## config.mk

```make
export PLATFORM = sky130hd
export DESIGN_NAME = mlst_ctrl
export DESIGN_NICKNAME = d
export VERILOG_FILES = /design/src/rtl/core/mlst_pkg.sv /design/src/rtl/core/mlst_ctrl.sv
export SDC_FILE = /design/constraint.sdc
export NUM_CORES = 1
export LEC_CHECK = 0
export BUFFER_PORTS_ARGS = -buffer_cell sky130_fd_sc_hd__buf_2
export CAP_MARGIN = 25
export CORE_AREA = 4 4 41 43
export CTS_BUF_LIST = sky130_fd_sc_hd__clkbuf_4 sky130_fd_sc_hd__clkbuf_8
export DETAILED_ROUTE_END_ITERATION = 10
export DIE_AREA = 0 0 45 47
export GPL_TIMING_DRIVEN = 0
export SKIP_LAST_GASP = 1
export SLEW_MARGIN = 0
export SYNTH_ARGS = -nofsm -noshare
export SYNTH_HDL_FRONTEND = slang
export SYNTH_SLANG_ARGS = --single-unit
export TNS_END_PERCENT = 100
```

## constraint.sdc

```tcl
create_clock -name i_clk -period 1.52 [get_ports i_clk]
set_input_delay 0.076 -clock i_clk [delete_from_list [all_inputs] [get_ports i_clk]]
set_output_delay 0.076 -clock i_clk [all_outputs]
set_load 0.005 [all_outputs]
```

## src/rtl/core/mlst_pkg.sv

```systemverilog
// Shared types and constants for the max line segment tree unit.
package mlst_pkg;

    localparam int unsigned SLOPE_W = 32;
    localparam int unsigned ICPT_W  = 32;
    localparam int unsigned POINT_W = 17;
    localparam int unsigned VALUE_W = 48;
    localparam int unsigned LINE_W  = SLOPE_W + ICPT_W;

    // intercept of the empty line every node holds after reset
    localparam logic signed [ICPT_W-1:0] EMPTY_ICPT = -32'sh3f3f3f3f;

    // multiplier x operand select
    localparam logic [1:0] SEL_PT  = 2'd0;
    localparam logic [1:0] SEL_MID = 2'd1;
    localparam logic [1:0] SEL_LO  = 2'd2;
    localparam logic [1:0] SEL_HI  = 2'd3;

    typedef struct packed {
        logic       load;
        logic       clr_step;
        logic       rd;
        logic       latch;
        logic [1:0] mul_sel;
        logic       cap_mid;
        logic       cap_lo;
        logic       dec;
        logic       q_step;
        logic       out_load;
    } t_cmd;

    typedef struct packed {
        logic clr_last;
        logic is_query;
        logic at_leaf;
        logic ins_more;
    } t_sts;

endpackage

```

## src/rtl/core/mlst_ctrl.sv

```systemverilog
// Controller state machine: sequences clear pass, tree walk and result hand-off.
module mlst_ctrl (
    input  logic           i_clk,
    input  logic           i_rst_n,
    input  logic           i_in_valid,
    output logic           o_in_ready,
    output logic           o_out_valid,
    input  logic           i_out_ready,
    output mlst_pkg::t_cmd o_cmd,
    input  mlst_pkg::t_sts i_sts
);

    localparam logic [3:0] S_CLEAR = 4'd0;
    localparam logic [3:0] S_IDLE  = 4'd1;
    localparam logic [3:0] S_RD    = 4'd2;
    localparam logic [3:0] S_DAT   = 4'd3;
    localparam logic [3:0] S_MUL0  = 4'd4;
    localparam logic [3:0] S_MUL1  = 4'd5;
    localparam logic [3:0] S_MUL2  = 4'd6;
    localparam logic [3:0] S_DEC   = 4'd7;
    localparam logic [3:0] S_QADD  = 4'd8;
    localparam logic [3:0] S_OUT   = 4'd9;

    logic [3:0] r_state, n_state;
    logic       r_out_valid, n_out_valid;

    always_comb begin
        o_cmd   = '0;
        n_state = r_state;
        unique case (r_state)
            S_CLEAR: begin
                o_cmd.clr_step = 1'b1;
                if (i_sts.clr_last) n_state = S_IDLE;
            end
            S_IDLE: begin
                if (i_in_valid) begin
                    o_cmd.load = 1'b1;
                    n_state    = S_RD;
                end
            end
            S_RD: begin
                o_cmd.rd = 1'b1;
                n_state  = S_DAT;
            end
            S_DAT: begin
                o_cmd.latch = 1'b1;
                n_state     = S_MUL0;
            end
            S_MUL0: begin
                o_cmd.mul_sel = i_sts.is_query ? mlst_pkg::SEL_PT : mlst_pkg::SEL_MID;
                n_state       = i_sts.is_query ? S_QADD : S_MUL1;
            end
            S_MUL1: begin
                o_cmd.mul_sel = mlst_pkg::SEL_LO;
                o_cmd.cap_mid = 1'b1;
                n_state       = S_MUL2;
            end
            S_MUL2: begin
                o_cmd.mul_sel = mlst_pkg::SEL_HI;
                o_cmd.cap_lo  = 1'b1;
                n_state       = S_DEC;
            end
            S_DEC: begin
                o_cmd.dec = 1'b1;
                n_state   = i_sts.ins_more ? S_RD : S_IDLE;
            end
            S_QADD: begin
                o_cmd.q_step = 1'b1;
                n_state      = i_sts.at_leaf ? S_OUT : S_RD;
            end
            S_OUT: begin
                if (!r_out_valid || i_out_ready) begin
                    o_cmd.out_load = 1'b1;
                    n_state        = S_IDLE;
                end
            end
            default: n_state = S_CLEAR;
        endcase
    end

    always_comb begin
        n_out_valid = r_out_valid;
        if (o_cmd.out_load) begin
            n_out_valid = 1'b1;
        end else if (i_out_ready) begin
            n_out_valid = 1'b0;
        end
    end

    always_ff @(posedge i_clk) begin
        if (!i_rst_n) begin
            r_state     <= S_CLEAR;
            r_out_valid <= 1'b0;
        end else begin
            r_state     <= n_state;
            r_out_valid <= n_out_valid;
        end
    end

    assign o_in_ready  = (r_state == S_IDLE);
    assign o_out_valid = r_out_valid;

endmodule

```

==> results.toml <==
[worst_setup_path]
max_stage_delay_ns = 0.37
cp.arrival_ns = 1.32
cp_slowest_cell = "dfxtp_1"
reg2reg_to = "r_state[3]"
crit_buf_inv = 3
cp_cell_sequence = "buf_8 -> nand4bb_2 -> nor2b_1 -> buf_4 -> buf_2"
worstPathRequired_ns = 1.44
r2r_start = "r_state[2]"
ff2ff_path_depth = 5
r2r_slack_ns = 0.33
cp-end-kind = "output port"
path_class = "register to output port"
crit_path_max_fanout = 10
crit_family = "flip-flops"
startpoint_type = "register"

[timing]
final_max_slew_viol_count = 0
fin_crit_ns = 1.40
timing.fmax_mhz = 716
final-setup-viol-count = 0
worst_slew_margin_rel_pct = 84.5
final_hold_viol_count = 0
period_share_pct = 91.9
skew_ns = 0.00659
setup_tns_ns = 0
rsz0062_at_grt = "no"
worstMarginPinSlew_ns = 0.230

[final_layout]
seq_area_um2 = 100
multi_input_area_um2 = 304
nFillCells = 136
drive_gt1_share_pct = 44.6
area_growth_pct = 31.1
nNetsFinal = 92
fin_area_um2 = 628
antennaDiodeCount = 0
fin_util_pct = 48.3

[status]
outcome = "completed"

[route]
first_pass_iters = 4
top_layer_used = "met4"
antenna_left = 0
vias_per_cell = 4.91
wl_met1_um = 501
drt_iter0_drc = 8
wirelength_um = 1090
num_vias = 481
dr_wl_met2_um = 507
drc_errors = 0
routed-wl-met3_um = 67
wl_per_cell_um = 11.1

[floorplanning]
core-area_mm2 = 0.00130
start_util_pct = 36.8
dieHeight_um = 47
rows = 13
num_io_pins = 21
die_area_mm2 = 0.00212
die_w_um = 45

[logic_synthesis]
avgSynthCellArea_um2 = 8.12
ys.flop_type = "dfxtp_1"
synth_cell_types = 30
synth_edf_count = 0
syn_area_um2 = 479
syn_nets = 67
yosysTopAreaCell = "dfxtp_1"
ys_seq_area_share_pct = 20.9
syn_inst = 59
synth_top_area_share_pct = 20.9
ys_async_sr_fraction_pct = 0
synth_area_leaders = "dfxtp_1, buf_6, o32ai_4"
ys_ff_latch = 5
ys_warn_count = 0

[clock_tree]
path_clk_slew_ns = 0.05
h-tree-depth = 1
cts.sinks = 5
ctsResizeCount = 0
post_cts_buffers = 0
clk_latency_ns = 0.24
root_buffer = "clkbuf_4"
cts_hold_buf = 0
clk_path_buf_depth = 2
cts_buffers = 3
cts_tree = "built"

[grt]
grt_max_degree = 11
grt_pass1_wl_um = 1750
gr-total-overflow = 0
grt_pass1_vias = 399
grtUsageTotal_pct = 11.3
antenna_found_initial = 0

[pwr]
p_leak_nw = 0.293
peakVddDrop_mv = 0.578
total_power_mw = 0.607
power_per_cell_area_mw_per_mm2 = 966

[place]
io_buffer_count = 20
dpl-instance-area_um2 = 598
gp_congestion = 0.754
dp_hpwl_um = 882

[min_path]
hold-path-cell-count = 3
hold_path_class = "input pin to register"
hold_path_end = "r_state[0]"
min_from = "i_rst_n"

[run]
drv_cap = 0
tightest hold or removal path: stages:
cell and delay, ns:
buf_2 0.12, nand2_1 0.05, o21ai_1 0.06
sequential cells by signal (all words and copies together) (netlist names):
signal	flops
r_state	4
o_out_valid	1
worst max path at each step:
stage	from	slack, ns	endpoint	depth (start not counted)
after global routing	r_state[0]	0.06	o_cmd[0]	5
after CTS	r_state[0]	0.11	o_cmd[0]	5
after detailed placement	r_state[3]	0.34	r_state[3]	5
final	r_state[0]	0.12	o_cmd[0]	5
after floorplan	r_state[2]	0.43	r_state[0]	5
after global placement	r_state[2]	0.35	r_state[0]	5
cells by family after synthesis:
group,Yosys count,share of synthesized area [%]
DFF,5,20.9
buffers and inverters,10,15.7
AOI/OAI and AO/OA,16,26.9
and+or+nand+nor,28,36.6
area by class of cell:
| type | instances | area share (%) |
|---|---|---|
| Clock buffer | 4 | 4.78 |
| Tap cell | 15 | 2.99 |
| Inverter | 5 | 2.99 |
| Sequential cell | 5 | 15.9 |
| Timing Repair Buffer | 20 | 15.9 |
| Buffer | 5 | 8.96 |
| Multi-Input combinational cell | 44 | 48.4 |
metrics by stage:
stage | setup slack [ns] | std cells | hold slack, ns
5_1_grt | 0.0602 | 98 | 0.139
3_3_place_gp | 0.348 | 94 | 0.355
3_5_place_dp | 0.342 | 94 | 0.349
2_1_floorplan | 0.428 | 59 | 0.191
6_report | 0.124 | 98 | 0.101
4_1_cts | 0.108 | 98 | 0.105
synthesized netlist by cell type, types with 2 or more instances:
| cell | number |
|---|---|
| buf_6 | 3 |
| nor2b_1 | 2 |
| o21ai_0 | 3 |
| inv_1 | 5 |
| a21oi_1 | 3 |
| nand2_1 | 4 |
| and2_1 | 2 |
| dfxtp_1 | 5 |
| nor2_1 | 7 |
| a22oi_1 | 3 |
| nand2b_1 | 2 |
| nand3_1 | 2 |
report_power, final:
group          total (mW)  internal [mW]  leakage (nW)  switching, mW
logic               0.272          0.136         0.234          0.136
clock network       0.175          0.117        0.0184         0.0576
registers           0.160          0.146        0.0407         0.0142
cells in the final DEF (no fill, tap or decap), drive strengths merged:
master and n:
and2 2, a22oi 3, dfxtp 5, nor2b 2
nor2 8, o21ai 4, o32a 1, nand4bb 1
nand3 2, o2bb2ai 1, a21oi 3, and2b 1
nor4 1, or2 1, clkbuf 4, buf 25
o32ai 2, nand2 5, o2111ai 1, nand2b 3
nor3 2, a21boi 1, inv 5
routing by layer:
layer  vias to the layer above  GRT usage (%)
met5                         -              0
met1                       211           13.7
met4                         0           5.26
met3                         2           2.30
met2                        13           19.2
li1                        255              -
No activity file was read; power rests on OpenSTA's default activity.
